File: config.mk
export PLATFORM = sky130hd
export DESIGN_NAME = utf8_to_utf16_decoder_unit_flat
export DESIGN_NICKNAME = d
export VERILOG_FILES = /design/src/design/u8u16_pkg.sv /design/src/design/u8u16_in_if.sv /design/src/design/u8u16_out_if.sv /design/src/design/u8u16_cfg_if.sv /design/src/design/u8u16_cfg_regs.sv /design/src/design/u8u16_decode.sv /design/src/design/u8u16_out_buf.sv /design/src/design/utf8_to_utf16_decoder_unit.sv /design/src/flat_wrapper.sv
export SDC_FILE = /design/constraint.sdc
export NUM_CORES = 1
export LEC_CHECK = 0
export BUFFER_PORTS_ARGS = -buffer_cell sky130_fd_sc_hd__clkbuf_2
export CAP_MARGIN = 20
export CORE_MARGIN = 2
export CORE_UTILIZATION = 45
export DETAILED_ROUTE_END_ITERATION = 10
export SLEW_MARGIN = 20
export SYNTH_ARGS = -nofsm -noshare
export SYNTH_HDL_FRONTEND = slang
export SYNTH_SLANG_ARGS = --single-unit
File: constraint.sdc
create_clock -name clk -period 6.4 [get_ports clk]
set_input_delay 0.64 -clock clk [delete_from_list [all_inputs] [get_ports clk]]
set_output_delay 0.64 -clock clk [all_outputs]
set_load 0.005 [all_outputs]
File: src/design/u8u16_pkg.sv
// Types, constants and register codes of the UTF-8 to UTF-16 decoder.
// No dependencies; used by the cfg register, decode, result register and top-level files.
package u8u16_pkg;

	localparam int CountW     = 17;
	localparam int UnitW      = 16;
	localparam int CfgIdxW    = 2;
	localparam int MaxResults = 3;

	localparam logic [CountW-1:0] CountMax = {CountW{1'b1}};

	// configuration register indexes
	typedef enum logic [CfgIdxW-1:0] {
		CFG_LF_CONVERT   = 2'd0,
		CFG_ERROR_CHECK  = 2'd1,
		CFG_OUT_CAPACITY = 2'd2
	} cfg_idx_t;

	typedef struct packed {
		logic              lf_convert;
		logic              error_check;
		logic [CountW-1:0] out_capacity;
	} cfg_t;

	typedef struct packed {
		logic [7:0] data_byte;
		logic       byte_valid;
		logic       last;
	} in_item_t;

	typedef struct packed {
		logic [UnitW-1:0]  code_unit;
		logic              unit_valid;
		logic              string_done;
		logic              error_flag;
		logic [CountW-1:0] unit_count;
	} result_t;

	// results of one input item, in order, with their number
	typedef struct packed {
		result_t [MaxResults-1:0] res;
		logic [1:0]               cnt;
	} res_bundle_t;

	// per-string decoder state
	typedef struct packed {
		logic [23:0]       held;
		logic [1:0]        need;
		logic [1:0]        hcnt;
		logic              prev_cr;
		logic [CountW-1:0] units;
		logic              failed;
		logic              closed;
	} dec_state_t;

	localparam logic [7:0]       ByteLf     = 8'h0A;
	localparam logic [7:0]       ByteCr     = 8'h0D;
	localparam logic [UnitW-1:0] SurrHiBase = 16'hD800;
	localparam logic [UnitW-1:0] SurrLoBase = 16'hDC00;
	localparam logic [UnitW-1:0] SurrOffset = 16'h0040;

endpackage

File: src/design/u8u16_in_if.sv
// Byte input channel of the decoder: valid/ready plus one UTF-8 byte item.
// No dependencies.
interface u8u16_in_if;
	logic       valid;
	logic       ready;
	logic [7:0] data_byte;
	logic       byte_valid;
	logic       last;

	modport source (output valid, data_byte, byte_valid, last, input ready);
	modport sink (input valid, data_byte, byte_valid, last, output ready);
endinterface

File: src/design/u8u16_out_if.sv
// Result channel of the decoder: valid/ready plus one UTF-16 result item.
// No dependencies.
interface u8u16_out_if;
	logic        valid;
	logic        ready;
	logic [15:0] code_unit;
	logic        unit_valid;
	logic        string_done;
	logic        error_flag;
	logic [16:0] unit_count;
	logic        last_result;

	modport source (output valid, code_unit, unit_valid, string_done, error_flag,
		unit_count, last_result, input ready);
	modport sink (input valid, code_unit, unit_valid, string_done, error_flag,
		unit_count, last_result, output ready);
endinterface

File: src/design/u8u16_cfg_if.sv
// Configuration write channel of the decoder: register index and write data.
// No dependencies.
interface u8u16_cfg_if;
	logic        valid;
	logic        ready;
	logic [1:0]  reg_index;
	logic [16:0] wr_data;

	modport source (output valid, reg_index, wr_data, input ready);
	modport sink (input valid, reg_index, wr_data, output ready);
endinterface

File: src/design/u8u16_cfg_regs.sv
// Configuration registers of the decoder.
// Depends on u8u16_pkg.
module u8u16_cfg_regs (
	input  logic                                 clk,
	input  logic                                 arst_n,
	input  logic                                 wr_en,
	input  logic [u8u16_pkg::CfgIdxW-1:0]        wr_index,
	input  logic [u8u16_pkg::CountW-1:0]         wr_data,
	output u8u16_pkg::cfg_t                      cfg
);

	u8u16_pkg::cfg_t cfg_q;

	// register write; an unknown index is dropped
	always_ff @(posedge clk or negedge arst_n) begin
		if (!arst_n) begin
			cfg_q.lf_convert   <= 1'b0;
			cfg_q.error_check  <= 1'b0;
			cfg_q.out_capacity <= u8u16_pkg::CountMax;
		end else if (wr_en) begin
			unique case (wr_index)
				u8u16_pkg::CFG_LF_CONVERT:   cfg_q.lf_convert   <= wr_data[0];
				u8u16_pkg::CFG_ERROR_CHECK:  cfg_q.error_check  <= wr_data[0];
				u8u16_pkg::CFG_OUT_CAPACITY: cfg_q.out_capacity <= wr_data;
				default: ;
			endcase
		end
	end

	assign cfg = cfg_q;

endmodule

File: src/design/u8u16_decode.sv
// Input register, string state and single-pass decode of one byte into up to
// three results. Depends on u8u16_pkg.
module u8u16_decode (
	input  logic                   clk,
	input  logic                   arst_n,
	input  u8u16_pkg::cfg_t        cfg,
	input  logic                   in_valid,
	output logic                   in_ready,
	input  u8u16_pkg::in_item_t    in_item,
	input  logic                   res_free,
	output logic                   res_load,
	output u8u16_pkg::res_bundle_t bundle
);

	logic                           valid_s1;
	u8u16_pkg::in_item_t            item_s1;
	u8u16_pkg::dec_state_t          st_q;
	u8u16_pkg::dec_state_t          st_nxt;
	logic                           do_consume;
	logic                           end_item;
	logic [1:0]                     u_cnt;
	logic [u8u16_pkg::UnitW-1:0]    u_code0;
	logic [u8u16_pkg::UnitW-1:0]    u_code1;
	logic [u8u16_pkg::UnitW-1:0]    surr_hi;
	logic [u8u16_pkg::CountW-1:0]   pos1;
	logic [u8u16_pkg::CountW-1:0]   pos2;
	logic [u8u16_pkg::CountW-1:0]   end_cnt;
	logic                           end_fail;
	logic [1:0]                     n_res;
	logic                           adv;
	u8u16_pkg::result_t             unit0;
	u8u16_pkg::result_t             unit1;
	u8u16_pkg::result_t             end_res;
	logic [7:0]                     b;
	logic [7:0]                     b0;
	logic [7:0]                     b1;
	logic [7:0]                     b2;

	function automatic logic [u8u16_pkg::CountW-1:0] sat_inc(
		input logic [u8u16_pkg::CountW-1:0] x);
		sat_inc = (x == u8u16_pkg::CountMax) ? x : x + {{(u8u16_pkg::CountW-1){1'b0}}, 1'b1};
	endfunction

	assign b  = item_s1.data_byte;
	assign b0 = st_q.held[7:0];
	assign b1 = st_q.held[15:8];
	assign b2 = st_q.held[23:16];

	// high surrogate from the held lead and first two continuation bytes
	assign surr_hi = (u8u16_pkg::SurrHiBase | {5'b0, b0[2:0], b1[5:0], b2[5:4]})
		- u8u16_pkg::SurrOffset;

	// next state and unit codes for the item in s1
	always_comb begin
		st_nxt  = st_q;
		u_cnt   = 2'd0;
		u_code0 = '0;
		u_code1 = '0;
		do_consume = valid_s1 && !st_q.closed && item_s1.byte_valid && !st_q.failed
			&& !(st_q.need == 2'd0 && b == 8'h00);
		end_item = valid_s1 && !st_q.closed && (item_s1.last || (item_s1.byte_valid
			&& !st_q.failed && st_q.need == 2'd0 && b == 8'h00));
		if (valid_s1 && st_q.closed && item_s1.last)
			st_nxt.closed = 1'b0;
		if (do_consume) begin
			if (st_q.need == 2'd0) begin
				priority if (!b[7]) begin
					if (cfg.lf_convert && b == u8u16_pkg::ByteLf && !st_q.prev_cr) begin
						u_cnt   = 2'd2;
						u_code0 = {8'h00, u8u16_pkg::ByteCr};
						u_code1 = {8'h00, b};
					end else begin
						u_cnt   = 2'd1;
						u_code0 = {8'h00, b};
					end
				end else if (b[7:3] == 5'b11111) begin
					st_nxt.failed = 1'b1;
				end else if (b[7:3] == 5'b11110) begin
					st_nxt.need = 2'd3;
					st_nxt.held = {16'h0000, b};
					st_nxt.hcnt = 2'd1;
				end else if (b[7:4] == 4'b1110) begin
					st_nxt.need = 2'd2;
					st_nxt.held = {16'h0000, b};
					st_nxt.hcnt = 2'd1;
				end else if (b[7:5] == 3'b110) begin
					st_nxt.need = 2'd1;
					st_nxt.held = {16'h0000, b};
					st_nxt.hcnt = 2'd1;
				end else begin
					// stray continuation byte
					st_nxt.failed = 1'b1;
				end
			end else if (cfg.error_check && !b[7]) begin
				st_nxt.failed = 1'b1;
				st_nxt.held   = '0;
				st_nxt.need   = 2'd0;
				st_nxt.hcnt   = 2'd0;
			end else if (st_q.need == 2'd1) begin
				unique case (st_q.hcnt)
					2'd1: begin
						u_cnt   = 2'd1;
						u_code0 = {5'b0, b0[4:0], b[5:0]};
					end
					2'd2: begin
						u_cnt   = 2'd1;
						u_code0 = {b0[3:0], b1[5:0], b[5:0]};
					end
					default: begin
						u_cnt   = 2'd2;
						u_code0 = surr_hi;
						u_code1 = u8u16_pkg::SurrLoBase | {6'b0, b2[3:0], b[5:0]};
					end
				endcase
				st_nxt.held = '0;
				st_nxt.need = 2'd0;
				st_nxt.hcnt = 2'd0;
			end else begin
				unique case (st_q.hcnt)
					2'd1:    st_nxt.held[15:8]  = b;
					2'd2:    st_nxt.held[23:16] = b;
					default: st_nxt.held[7:0]   = st_q.held[7:0] | b;
				endcase
				st_nxt.hcnt = st_q.hcnt + 2'd1;
				st_nxt.need = st_q.need - 2'd1;
			end
			st_nxt.prev_cr = (b == u8u16_pkg::ByteCr);
		end
		// unit positions and count after this item's units
		pos1 = sat_inc(st_q.units);
		pos2 = sat_inc(pos1);
		unique case (u_cnt)
			2'd1:    st_nxt.units = pos1;
			2'd2:    st_nxt.units = pos2;
			default: st_nxt.units = st_q.units;
		endcase
		end_fail = st_nxt.failed || (st_nxt.need != 2'd0 && cfg.error_check);
		end_cnt  = end_fail ? '0 : st_nxt.units;
		if (end_item) begin
			st_nxt.held    = '0;
			st_nxt.need    = 2'd0;
			st_nxt.hcnt    = 2'd0;
			st_nxt.prev_cr = 1'b0;
			st_nxt.units   = '0;
			st_nxt.failed  = 1'b0;
			st_nxt.closed  = !item_s1.last;
		end
	end

	// result records
	always_comb begin
		unit0             = '0;
		unit0.unit_valid  = st_q.units < cfg.out_capacity;
		unit0.code_unit   = unit0.unit_valid ? u_code0 : '0;
		unit1             = '0;
		unit1.unit_valid  = pos1 < cfg.out_capacity;
		unit1.code_unit   = unit1.unit_valid ? u_code1 : '0;
		end_res             = '0;
		end_res.unit_valid  = end_cnt < cfg.out_capacity;
		end_res.string_done = 1'b1;
		end_res.error_flag  = end_fail && cfg.error_check;
		end_res.unit_count  = end_cnt;
		bundle.res[0] = (u_cnt != 2'd0) ? unit0 : end_res;
		bundle.res[1] = (u_cnt == 2'd2) ? unit1 : end_res;
		bundle.res[2] = end_res;
		n_res      = u_cnt + {1'b0, end_item};
		bundle.cnt = n_res;
	end

	// s1 leaves when it has no results or the result register can take them
	assign adv      = valid_s1 && (n_res == 2'd0 || res_free);
	assign res_load = adv && n_res != 2'd0;
	assign in_ready = !valid_s1 || adv;

	// input register
	always_ff @(posedge clk or negedge arst_n) begin
		if (!arst_n)
			valid_s1 <= 1'b0;
		else if (in_ready)
			valid_s1 <= in_valid;
	end

	always_ff @(posedge clk) begin
		if (in_ready && in_valid)
			item_s1 <= in_item;
	end

	// string state
	always_ff @(posedge clk or negedge arst_n) begin
		if (!arst_n)
			st_q <= '0;
		else if (adv)
			st_q <= st_nxt;
	end

endmodule

File: src/design/u8u16_out_buf.sv
// Result register: holds the results of one item and hands them out in order.
// Depends on u8u16_pkg.
module u8u16_out_buf (
	input  logic                   clk,
	input  logic                   arst_n,
	input  logic                   load,
	input  u8u16_pkg::res_bundle_t bundle,
	output logic                   res_free,
	output logic                   out_valid,
	input  logic                   out_ready,
	output u8u16_pkg::result_t     out_res,
	output logic                   out_last
);

	u8u16_pkg::result_t [u8u16_pkg::MaxResults-1:0] res_s2;
	logic [1:0] cnt_s2;
	logic [1:0] idx_q;
	logic       valid_s2;
	logic       take;

	assign out_valid = valid_s2;
	assign out_res   = res_s2[idx_q];
	assign out_last  = idx_q == cnt_s2 - 2'd1;
	assign take      = valid_s2 && out_ready;
	assign res_free  = !valid_s2 || (take && out_last);

	// control: valid and read pointer
	always_ff @(posedge clk or negedge arst_n) begin
		if (!arst_n) begin
			valid_s2 <= 1'b0;
			cnt_s2   <= 2'd0;
			idx_q    <= 2'd0;
		end else if (load) begin
			valid_s2 <= 1'b1;
			cnt_s2   <= bundle.cnt;
			idx_q    <= 2'd0;
		end else if (take) begin
			if (out_last)
				valid_s2 <= 1'b0;
			else
				idx_q <= idx_q + 2'd1;
		end
	end

	always_ff @(posedge clk) begin
		if (load)
			res_s2 <= bundle.res;
	end

endmodule

File: src/design/utf8_to_utf16_decoder_unit.sv
// UTF-8 to UTF-16 decoder top level.
// Channels: byte_in takes one UTF-8 byte item (data_byte, byte_valid, last);
// unit_out gives result items (code_unit, unit_valid, string_done,
// error_flag, unit_count, last_result); cfg writes lf_convert (0),
// error_check (1) and out_capacity (2), always ready.
// The first result of an item passes the input register, then the result
// register, before it is offered; a busy result register holds it back.
// Throughput: one item per cycle while each item gives at most one result and
// the receiver is ready; an item with two or three results (CR insertion,
// surrogate pair, end of string) holds the result register until the single
// output port has handed out each of them. Items with no result never wait
// for the output. When the receiver stalls, results hold and the input
// register fills, after which byte_in.ready drops; nothing is lost.
// Reset clears the string state, the pipeline and the registers to their
// defaults (capacity 131071); no clearing pass is needed.
// Depends on u8u16_pkg, the channel interfaces and the submodules.
module utf8_to_utf16_decoder_unit (
	input  logic         clk,
	input  logic         arst_n,
	u8u16_in_if.sink     byte_in,
	u8u16_out_if.source  unit_out,
	u8u16_cfg_if.sink    cfg
);

	u8u16_pkg::cfg_t        cfg_regs;
	u8u16_pkg::in_item_t    in_item;
	u8u16_pkg::res_bundle_t bundle;
	u8u16_pkg::result_t     out_res;
	logic                   res_free;
	logic                   res_load;
	logic                   out_last;

	assign cfg.ready          = 1'b1;
	assign in_item.data_byte  = byte_in.data_byte;
	assign in_item.byte_valid = byte_in.byte_valid;
	assign in_item.last       = byte_in.last;

	u8u16_cfg_regs u_cfg (
		.clk      (clk),
		.arst_n   (arst_n),
		.wr_en    (cfg.valid),
		.wr_index (cfg.reg_index),
		.wr_data  (cfg.wr_data),
		.cfg      (cfg_regs)
	);

	u8u16_decode u_dec (
		.clk      (clk),
		.arst_n   (arst_n),
		.cfg      (cfg_regs),
		.in_valid (byte_in.valid),
		.in_ready (byte_in.ready),
		.in_item  (in_item),
		.res_free (res_free),
		.res_load (res_load),
		.bundle   (bundle)
	);

	u8u16_out_buf u_out (
		.clk       (clk),
		.arst_n    (arst_n),
		.load      (res_load),
		.bundle    (bundle),
		.res_free  (res_free),
		.out_valid (unit_out.valid),
		.out_ready (unit_out.ready),
		.out_res   (out_res),
		.out_last  (out_last)
	);

	assign unit_out.code_unit   = out_res.code_unit;
	assign unit_out.unit_valid  = out_res.unit_valid;
	assign unit_out.string_done = out_res.string_done;
	assign unit_out.error_flag  = out_res.error_flag;
	assign unit_out.unit_count  = out_res.unit_count;
	assign unit_out.last_result = out_last;

endmodule

File: src/flat_wrapper.sv
// flat-port wrapper written by rule: the top's interface ports become plain ports
module utf8_to_utf16_decoder_unit_flat 
  (clk, arst_n, byte_in_valid, byte_in_data_byte, byte_in_byte_valid, byte_in_last, byte_in_ready, unit_out_valid, unit_out_code_unit, unit_out_unit_valid, unit_out_string_done, unit_out_error_flag, unit_out_unit_count, unit_out_last_result, unit_out_ready, cfg_valid, cfg_reg_index, cfg_wr_data, cfg_ready);
  u8u16_in_if byte_in_i ();
  u8u16_out_if unit_out_i ();
  u8u16_cfg_if cfg_i ();
  input  logic clk;
  input  logic arst_n;
  input wire logic [$bits(byte_in_i.valid)-1:0] byte_in_valid;
  input wire logic [$bits(byte_in_i.data_byte)-1:0] byte_in_data_byte;
  input wire logic [$bits(byte_in_i.byte_valid)-1:0] byte_in_byte_valid;
  input wire logic [$bits(byte_in_i.last)-1:0] byte_in_last;
  output wire logic [$bits(byte_in_i.ready)-1:0] byte_in_ready;
  output wire logic [$bits(unit_out_i.valid)-1:0] unit_out_valid;
  output wire logic [$bits(unit_out_i.code_unit)-1:0] unit_out_code_unit;
  output wire logic [$bits(unit_out_i.unit_valid)-1:0] unit_out_unit_valid;
  output wire logic [$bits(unit_out_i.string_done)-1:0] unit_out_string_done;
  output wire logic [$bits(unit_out_i.error_flag)-1:0] unit_out_error_flag;
  output wire logic [$bits(unit_out_i.unit_count)-1:0] unit_out_unit_count;
  output wire logic [$bits(unit_out_i.last_result)-1:0] unit_out_last_result;
  input wire logic [$bits(unit_out_i.ready)-1:0] unit_out_ready;
  input wire logic [$bits(cfg_i.valid)-1:0] cfg_valid;
  input wire logic [$bits(cfg_i.reg_index)-1:0] cfg_reg_index;
  input wire logic [$bits(cfg_i.wr_data)-1:0] cfg_wr_data;
  output wire logic [$bits(cfg_i.ready)-1:0] cfg_ready;
  assign byte_in_i.valid = byte_in_valid;
  assign byte_in_i.data_byte = byte_in_data_byte;
  assign byte_in_i.byte_valid = byte_in_byte_valid;
  assign byte_in_i.last = byte_in_last;
  assign byte_in_ready = byte_in_i.ready;
  assign unit_out_valid = unit_out_i.valid;
  assign unit_out_code_unit = unit_out_i.code_unit;
  assign unit_out_unit_valid = unit_out_i.unit_valid;
  assign unit_out_string_done = unit_out_i.string_done;
  assign unit_out_error_flag = unit_out_i.error_flag;
  assign unit_out_unit_count = unit_out_i.unit_count;
  assign unit_out_last_result = unit_out_i.last_result;
  assign unit_out_i.ready = unit_out_ready;
  assign cfg_i.valid = cfg_valid;
  assign cfg_i.reg_index = cfg_reg_index;
  assign cfg_i.wr_data = cfg_wr_data;
  assign cfg_ready = cfg_i.ready;
  utf8_to_utf16_decoder_unit u_core (.clk(clk), .arst_n(arst_n), .byte_in(byte_in_i), .unit_out(unit_out_i), .cfg(cfg_i));
endmodule
==> results by group, run 1 <==
Timing
  • Worst slew margin: 27.16%
  • Tcrit/Tclk final: 90.96%
  • Final worst slack: 578.3 ps
  • Final Hold Vio Count: 0
  • Worst Skew: 16.11 ps
  • Min cycle time layout: 5822 ps
  • Worst-Margin Slew: 1089 ps
  • WHS: 374.0 ps
  • TNS Setup: 0 ps
  • Max-slew violation count: 0
  • Number of setup violations in the final report: 0
  • Peak Freq: 171.8 MHz
  • Unrepaired setup endpoints after global routing: no

Critical path
  • Worst-path fanout max: 17
  • FF-to-FF Start: u_core.u_dec.st_q[3]$_DFFE_PN0P_
  • Crit path launch: u_core.u_dec.st_q[3]$_DFFE_PN0P_
  • CP max stage delay: 640 ps
  • Critical path capture point type: register
  • WP buf/inv: 0
  • WP data required: 6600 ps
  • Critical-path cell list: ha_1 -> nand2_1 -> nor2_1 -> mux2_2 -> ha_1 -> o211ai_2 -> nor3_2 -> a41oi_1 -> a211oi_1 -> nor3_1 -> ha_1 -> a2111oi_0 -> o31a_1 -> o221ai_1 -> and2_1 -> o41ai_1
  • Critical Path Most Common Cell: ha_1
  • CP arrival: 6020 ps
  • Delay-heaviest family, CP: compound AO/OA/AOI/OAI gates
  • CP Launch Type: register
  • Max stage delay cell, worst path: nor3_2
  • CP Class: reg2reg

Finish
  • Fillers: 2111
  • Fraction of layout instances using a drive strength above 1: 17.19%
  • Flip-flop and latch area: 4557 sq um
  • Multi-input logic area: 5290 sq um
  • Area Overhead vs Synth: 12.59%
  • # nets final: 1226
  • Ant diodes: 0

Global route
  • Antenna violations before repair: 0
  • Grt ovf: 0
  • Largest net degree at the start of global routing: 78
  • Vias in the first global route: 8061
  • Tot GR Track Use: 26.56%
  • First-pass GRT wire length: 48.27 mm

Clocking
  • Clock Tree Buf Depth: 2
  • TritonCTS Buffers: 17
  • Hold_buf cts: 0
  • PostCTS Resize Cnt: 0
  • CTS clk-pin slew, worst paths: 70 ps
  • CTS H-tree lvls: 4
  • Post-CTS setup buffer count: 0
  • Clock Latency Late Sink: 430 ps
  • Clock Tree Root: clkbuf_16
  • TritonCTS clock tree: done
  • CTS Sinks: 162

Detailed routing
  • Met3 wire length: 2.615 mm
  • Final ANT Viol Nets: 0
  • Total iterations of the first detailed-routing run: 5
  • Uppermost layer routed: met4
  • Drt wl/cell: 21.99 microns
  • Total Wirelength: 31.47 mm
  • WL met2: 12.93 mm
  • Remaining DRCs: 0
  • Metal-1 WL: 15.22 mm
  • Vias per cell: 6.136
  • Iter 0 DRT Violations: 1009
  • Total number of vias: 8781

Yosys
  • Yosys cell types: 80
  • Primary FF master, synth: edfxtp_1
  • Synth warn: 0
  • Syn Std Cell Area: 10280 sq um
  • Gate count of the mapped netlist: 1073
  • Synth cell count leaders: 107 x nand2_1, 98 x nor2_1, 96 x edfxtp_1
  • Number of flops mapped to enable cells by yosys: 96
  • Fraction of registers with async set/reset: 40.74%
  • Synthesized netlist net count: 1166
  • #FFs+latches synth: 162
  • Most numerous cell in the Yosys netlist: nand2_1
  • Post-synth top area cell: edfxtp_1
  • Top cell type's share of synthesized area: 28.05%
  • Seq/Total Area, Yosys: 44.32%
  • Top cells by area, synth: edfxtp_1 28%, dfrtp_1 12%, ha_1 7.2%
  • Avg Cell Area, Syn: 9.579 sq um

Place
  • Port Buf Inserts: 72
  • Pre-CTS setup slack: 753.9 ps
  • Detailed placement HPWL: 23.06 mm
  • RePlAce Congestion: 0.9837

Run status
  • Status: completed

Die
  • Starting density of the core: 45.68%
  • Die Ht: 155.1 microns
  • Die footprint: 24070 sq um
  • Rows: 55
  • Core ar.: 22500 sq um
  • Overall die width: 155.1 microns
  • I/O pin total: 74

Worst hold path
  • Worst hold path class: in2reg
  • Hold wc startpoint: byte_in_data_byte[1]

Power and ir drop
  • Power consumption: 4.339 mW
  • Maximum vdd drop: 0.0002098 V
  • Leakage: 4.689 nW
  • Power Density: 375.0 nW/um^2

Run
  • Max_cap viols: 0
[cell families (layout without fill, tap and decap cells)]
| family | Yosys count | after routing | synth area share [%] |
|---|---|---|---|
| other cells | 1 | 1 | 0.03648 |
| mux | 59 | 59 | 6.050 |
| fa+ha+maj | 59 | 59 | 7.182 |
| compound gates | 278 | 278 | 18.30 |
| flops | 162 | 162 | 44.32 |
| xor+xnor | 15 | 15 | 1.278 |
| buf+inv | 112 | 185 | 4.346 |
| simple gates | 387 | 387 | 18.49 |
[worst paths after layout]
kind                       slack [ps]                           endpoint  cells after the start
max                               580  u_core.u_out.res_s2[19]$_DFFE_PP_                     16
min                               370        u_core.u_dec.b[1]$_DFFE_PP_                      1
max reg2reg                       580  u_core.u_out.res_s2[19]$_DFFE_PP_                     16
min reg2reg                       460   u_core.u_dec.st_q[0]$_DFFE_PN0P_                      1
max in group asynchronous        5320  u_core.u_out.idx_q[1]$_DFFE_PN0P_                      2
min in group asynchronous         430     u_core.u_dec.b0[4]$_DFFE_PN0P_                      2
[cell usage in the layout, fill, tap and decap left out, types with 7 or more instances in the layout]
cell type  Yosys  final
nand2_1      107    107
nor2_1        98     97
edfxtp_1      96     96
clkbuf_2       0     71
o21ai_0       73     70
a21oi_1       64     64
ha_1          59     59
inv_1         52     52
dfrtp_1       49     48
mux2i_1       34     34
nor3_1        33     33
buf_4          3     26
mux2_2        25     25
and2_1        21     21
nand3_1       21     21
nand4_1       20     20
nor4_1        20     20
clkbuf_16      0     17
dfstp_2       17     17
nand2b_1      15     15
a21o_1        14     14
a211oi_1      14     14
and3_1        13     13
o31ai_1       10     10
xnor2_1        9      9
a22oi_1        9      9
a31oi_1        7      7
o22ai_1        7      7
[stage by stage]
step | std cells | utilization [%] | cell area [sq um]
after floorplan | 1073 | - | 10280
after global placement | 1399 | 48.80 | 10980
after detailed placement | 1399 | 48.80 | 10980
after CTS | 1431 | 51.43 | 11570
after global routing | 1431 | 51.43 | 11570
final | 1431 | 51.43 | 11570
[final cells by class]
class,count,share of cell area (%)
timing repair buffer,99,4.974
inverter,54,1.752
multi-input combinational,799,45.71
sequential,162,39.38
tap,285,3.081
clock buffer,19,3.827
clock inverter,13,1.276
[where the power goes]
part | internal (mW) | switching, mW | total [mW]
registers | 1.38 | 0.157 | 1.54
clock network | 0.565 | 0.479 | 1.04
logic | 0.629 | 1.13 | 1.76
total | 2.58 | 1.76 | 4.34
[layer usage]
metal | GRT usage, % | vias to the layer above
met1 | 41.79 | 4190
met3 | 5.070 | 51
met4 | 7.672 | 0
li1 | - | 4136
met5 | 0 | -
met2 | 36.80 | 404
[sequential cells by signal, summed over array words and instances, names as in the netlist]
signal,cells
u_core.u_out.idx_q,2
u_core.u_dec.valid_s1,1
u_core.u_dec.b2,6
u_core.u_dec.b0,5
u_core.u_dec.st_q,24
u_core.u_dec.b1,6
u_core.u_out.out_valid,1
u_core.u_out.res_s2,86
u_core.u_dec.b,8
u_core.u_cfg.cfg,19
u_core.u_out.cnt_s2,2
u_core.u_dec.item_s1,2
Power figures use the tool's default switching activity.
==> run 2, diff against run 1 <==
==> constraint.sdc (replaced) <==
create_clock -name clk -period 5.1 [get_ports clk]
set_input_delay 0.51 -clock clk [delete_from_list [all_inputs] [get_ports clk]]
set_output_delay 0.51 -clock clk [all_outputs]
set_load 0.005 [all_outputs]
==> run 2 against run 1 <==
Effect of this change:
- combinational power rose by 45%
- highest routed layer unchanged
- fmax increased by 20%
- non-clock buffer count increased by 108
==> results by group, run 2 (same netlist as run 1, synthesis figures left out) <==
Detailed routing
  • Total iterations of the first detailed-routing run: 6 (+1)
  • Iter 0 DRT Violations: 1052 (+4.3%)
  • Remaining DRCs: 0 (unchanged)
  • Total Wirelength: 34.31 mm (+9.0%)
  • Final ANT Viol Nets: 0 (unchanged)
  • Total number of vias: 9281 (+5.7%)
  • Drt wl/cell: 22.29 microns (+1.4%)
  • Vias per cell: 6.031 (-1.7%)

Timing
  • Max-slew violation count: 0 (unchanged)
  • Tcrit/Tclk final: 94.78% (+3.8 points)
  • Worst Skew: 9.901 ps (-6.204 ps)
  • Worst slew margin: 41.20% (+14 points)
  • WHS: 55.97 ps (-318.1 ps)
  • Worst-Margin Slew: 881.1 ps (-208.2 ps)
  • TNS Setup: 0 ps (unchanged)
  • Min cycle time layout: 4834 ps (-987.9 ps)
  • Peak Freq: 206.9 MHz (+20%)
  • Unrepaired setup endpoints after global routing: no
  • Number of setup violations in the final report: 0 (unchanged)
  • Final Hold Vio Count: 0 (unchanged)

Clocking
  • TritonCTS Buffers: 17 (unchanged)
  • Clock Latency Late Sink: 440 ps (about the same)
  • CTS Sinks: 162 (unchanged)
  • Clock Tree Buf Depth: 2 (unchanged)
  • CTS clk-pin slew, worst paths: 70 ps (about the same)
  • Hold_buf cts: 0 (unchanged)
  • CTS H-tree lvls: 4 (unchanged)
  • TritonCTS clock tree: done
  • Clock Tree Root: clkbuf_16

Die
  • I/O pin total: 74 (unchanged)
  • Rows: 55 (unchanged)
  • Starting density of the core: 45.68% (unchanged)
  • Core ar.: 22500 sq um (unchanged)
  • Die footprint: 24070 sq um (unchanged)
  • Die Ht: 155.1 microns (unchanged)
  • Overall die width: 155.1 microns (unchanged)

Finish
  • Fraction of layout instances using a drive strength above 1: 25.20% (+8.0 points)
  • Fillers: 2001 (-5.2%)
  • Commonest cells after routing, fill and taps aside: 131 x buf_4, 107 x nand2_1, 96 x nor2_1, 96 x edfxtp_1
  • Ant diodes: 0 (unchanged)
  • Commonest non-fill, non-tap cell in the layout: buf_4
  • Most flop-heavy register: u_core.u_out.res_s2
  • Area Overhead vs Synth: 21.58%
  • Utilization after layout: 55.54% (+4.1 points)
  • Multi-input logic area: 5353 sq um (+1.2%)
  • # nets final: 1334 (+8.8%)
  • Flip-flop and latch area: 4557 sq um (unchanged)
  • Largest register FFs: 86 (unchanged)

Place
  • Port Buf Inserts: 72 (unchanged)
  • RePlAce Congestion: 1.043 (+6.1%)
  • Detailed placement HPWL: 26.33 mm (+14%)

Global route
  • Antenna violations before repair: 1 (+1)
  • Gr busiest metal: met1
  • Vias in the first global route: 8639 (+7.2%)
  • Grt ovf: 0 (unchanged)
  • Met3 GRT Util: 6.212% (+1.1 points)
  • Largest net degree at the start of global routing: 44 (-44%)
  • GRT met2 Usage: 41.46% (+4.7 points)
  • First-pass GRT wire length: 52.96 mm (+9.7%)
  • Tot GR Track Use: 29.31% (+2.7 points)
  • GRT met1 Usage: 44.74% (+3.0 points)

Critical path
  • CP max stage delay: 570 ps (-70 ps)
  • CP Launch Type: register
  • Critical path capture point type: register
  • Max stage delay cell, worst path: or4_4
  • Delay-heaviest family, CP: compound AO/OA/AOI/OAI gates
  • Worst-path fanout max: 7 (-10)
  • WP data required: 5340 ps (-1260 ps)
  • CP Class: reg2reg
  • CP arrival: 5070 ps (-950 ps)
  • Critical-path cell list: or3_4 -> or4_4 -> a21o_2 -> ha_1 -> buf_4 -> nand2_1 -> o221a_2 -> a211oi_2 -> nor2_1 -> ha_1 -> a2111oi_1 -> o31a_1 -> o221ai_1 -> and2_1 -> o31a_1 -> o41ai_1
  • WP buf/inv: 1 (+1)

Power and ir drop
  • Power consumption: 5.816 mW (+34%)
  • Leakage: 5.251 nW (+12%)
  • Power Density: 465.4 nW/um^2 (+24%)
  • Maximum vdd drop: 0.0002554 V (+22%)

Run status
  • Status: completed

Worst hold path
  • Worst hold path class: in2async

Run
  • Max_cap viols: 0 (unchanged)
[run 2: path summary, 6_finish.rpt]
| path | start | end | slack, ps | cells past startpoint |
|---|---|---|---|---|
| worst max-delay path | u_core.u_dec.b[4]$_DFFE_PP_ | u_core.u_out.res_s2[55]$_DFFE_PP_ | 270 | 16 |
| worst min-delay path | arst_n | u_core.u_dec.valid_s1$_DFFE_PN0N_ | 60 | 1 |
| worst max register to register | u_core.u_dec.b[4]$_DFFE_PP_ | u_core.u_out.res_s2[55]$_DFFE_PP_ | 270 | 16 |
| worst min register to register | u_core.u_dec.item_s1[0]$_DFFE_PP_ | u_core.u_dec.st_q[0]$_DFFE_PN0P_ | 450 | 1 |
| max in group asynchronous | arst_n | u_core.u_out.idx_q[1]$_DFFE_PN0P_ | 3950 | 2 |
| min in group clk | byte_in_byte_valid | u_core.u_dec.item_s1[1]$_DFFE_PP_ | 240 | 1 |
[run 2: area by class of cell]
cell class / count / area share (%)
clock buffers: 17 / 3.404
clock inverters: 15 / 1.502
inverters: 54 / 1.622
multi-input cells: 799 / 42.83
flip-flops and latches: 162 / 36.46
well taps: 285 / 2.853
repair buffers: 207 / 11.32
[run 2: metrics by stage]
step | area (sq um) | std cells | setup WS [ps]
global placement | 11800 | 1505 | -14.35
global route | 12500 | 1539 | 7.221
CTS | 12410 | 1537 | 2.915
detailed placement | 11800 | 1505 | 58.50
floorplan | 10290 | 1073 | 190.2
finish | 12500 | 1539 | 266.3
[run 2: what timing repair did]
action,4_1_cts,5_1_grt
endpoints found under the setup margin,0,3
gates resized for setup,0,14
setup buffers,0,1
[run 2: worst reg2reg max path, stage by stage (launching register included)]
cell and delay, ps:
edfxtp_1 390, or3_4 440, or4_4 570, a21o_2 260, ha_1 420, buf_4 210, nand2_1 120, o221a_2 280
a211oi_2 250, nor2_1 150, ha_1 230, a2111oi_1 440, o31a_1 200, o221ai_1 110, and2_1 200, o31a_1 280
o41ai_1 60
[run 2: where the power goes]
| part | switching, mW | internal, mW |
|---|---|---|
| Sequential | 0.164 | 1.74 |
| Combinational | 1.56 | 0.998 |
| Clock | 0.650 | 0.707 |
| Total | 2.38 | 3.44 |
[run 2: per-layer routing]
| metal | part of all wire [%] | vias to the layer above |
|---|---|---|
| met1 | 47 | 4427 |
| met3 | 8.6 | 69 |
| li1 | - | 4343 |
| met4 | 2.8 | 0 |
| met5 | 0 | - |
| met2 | 42 | 442 |
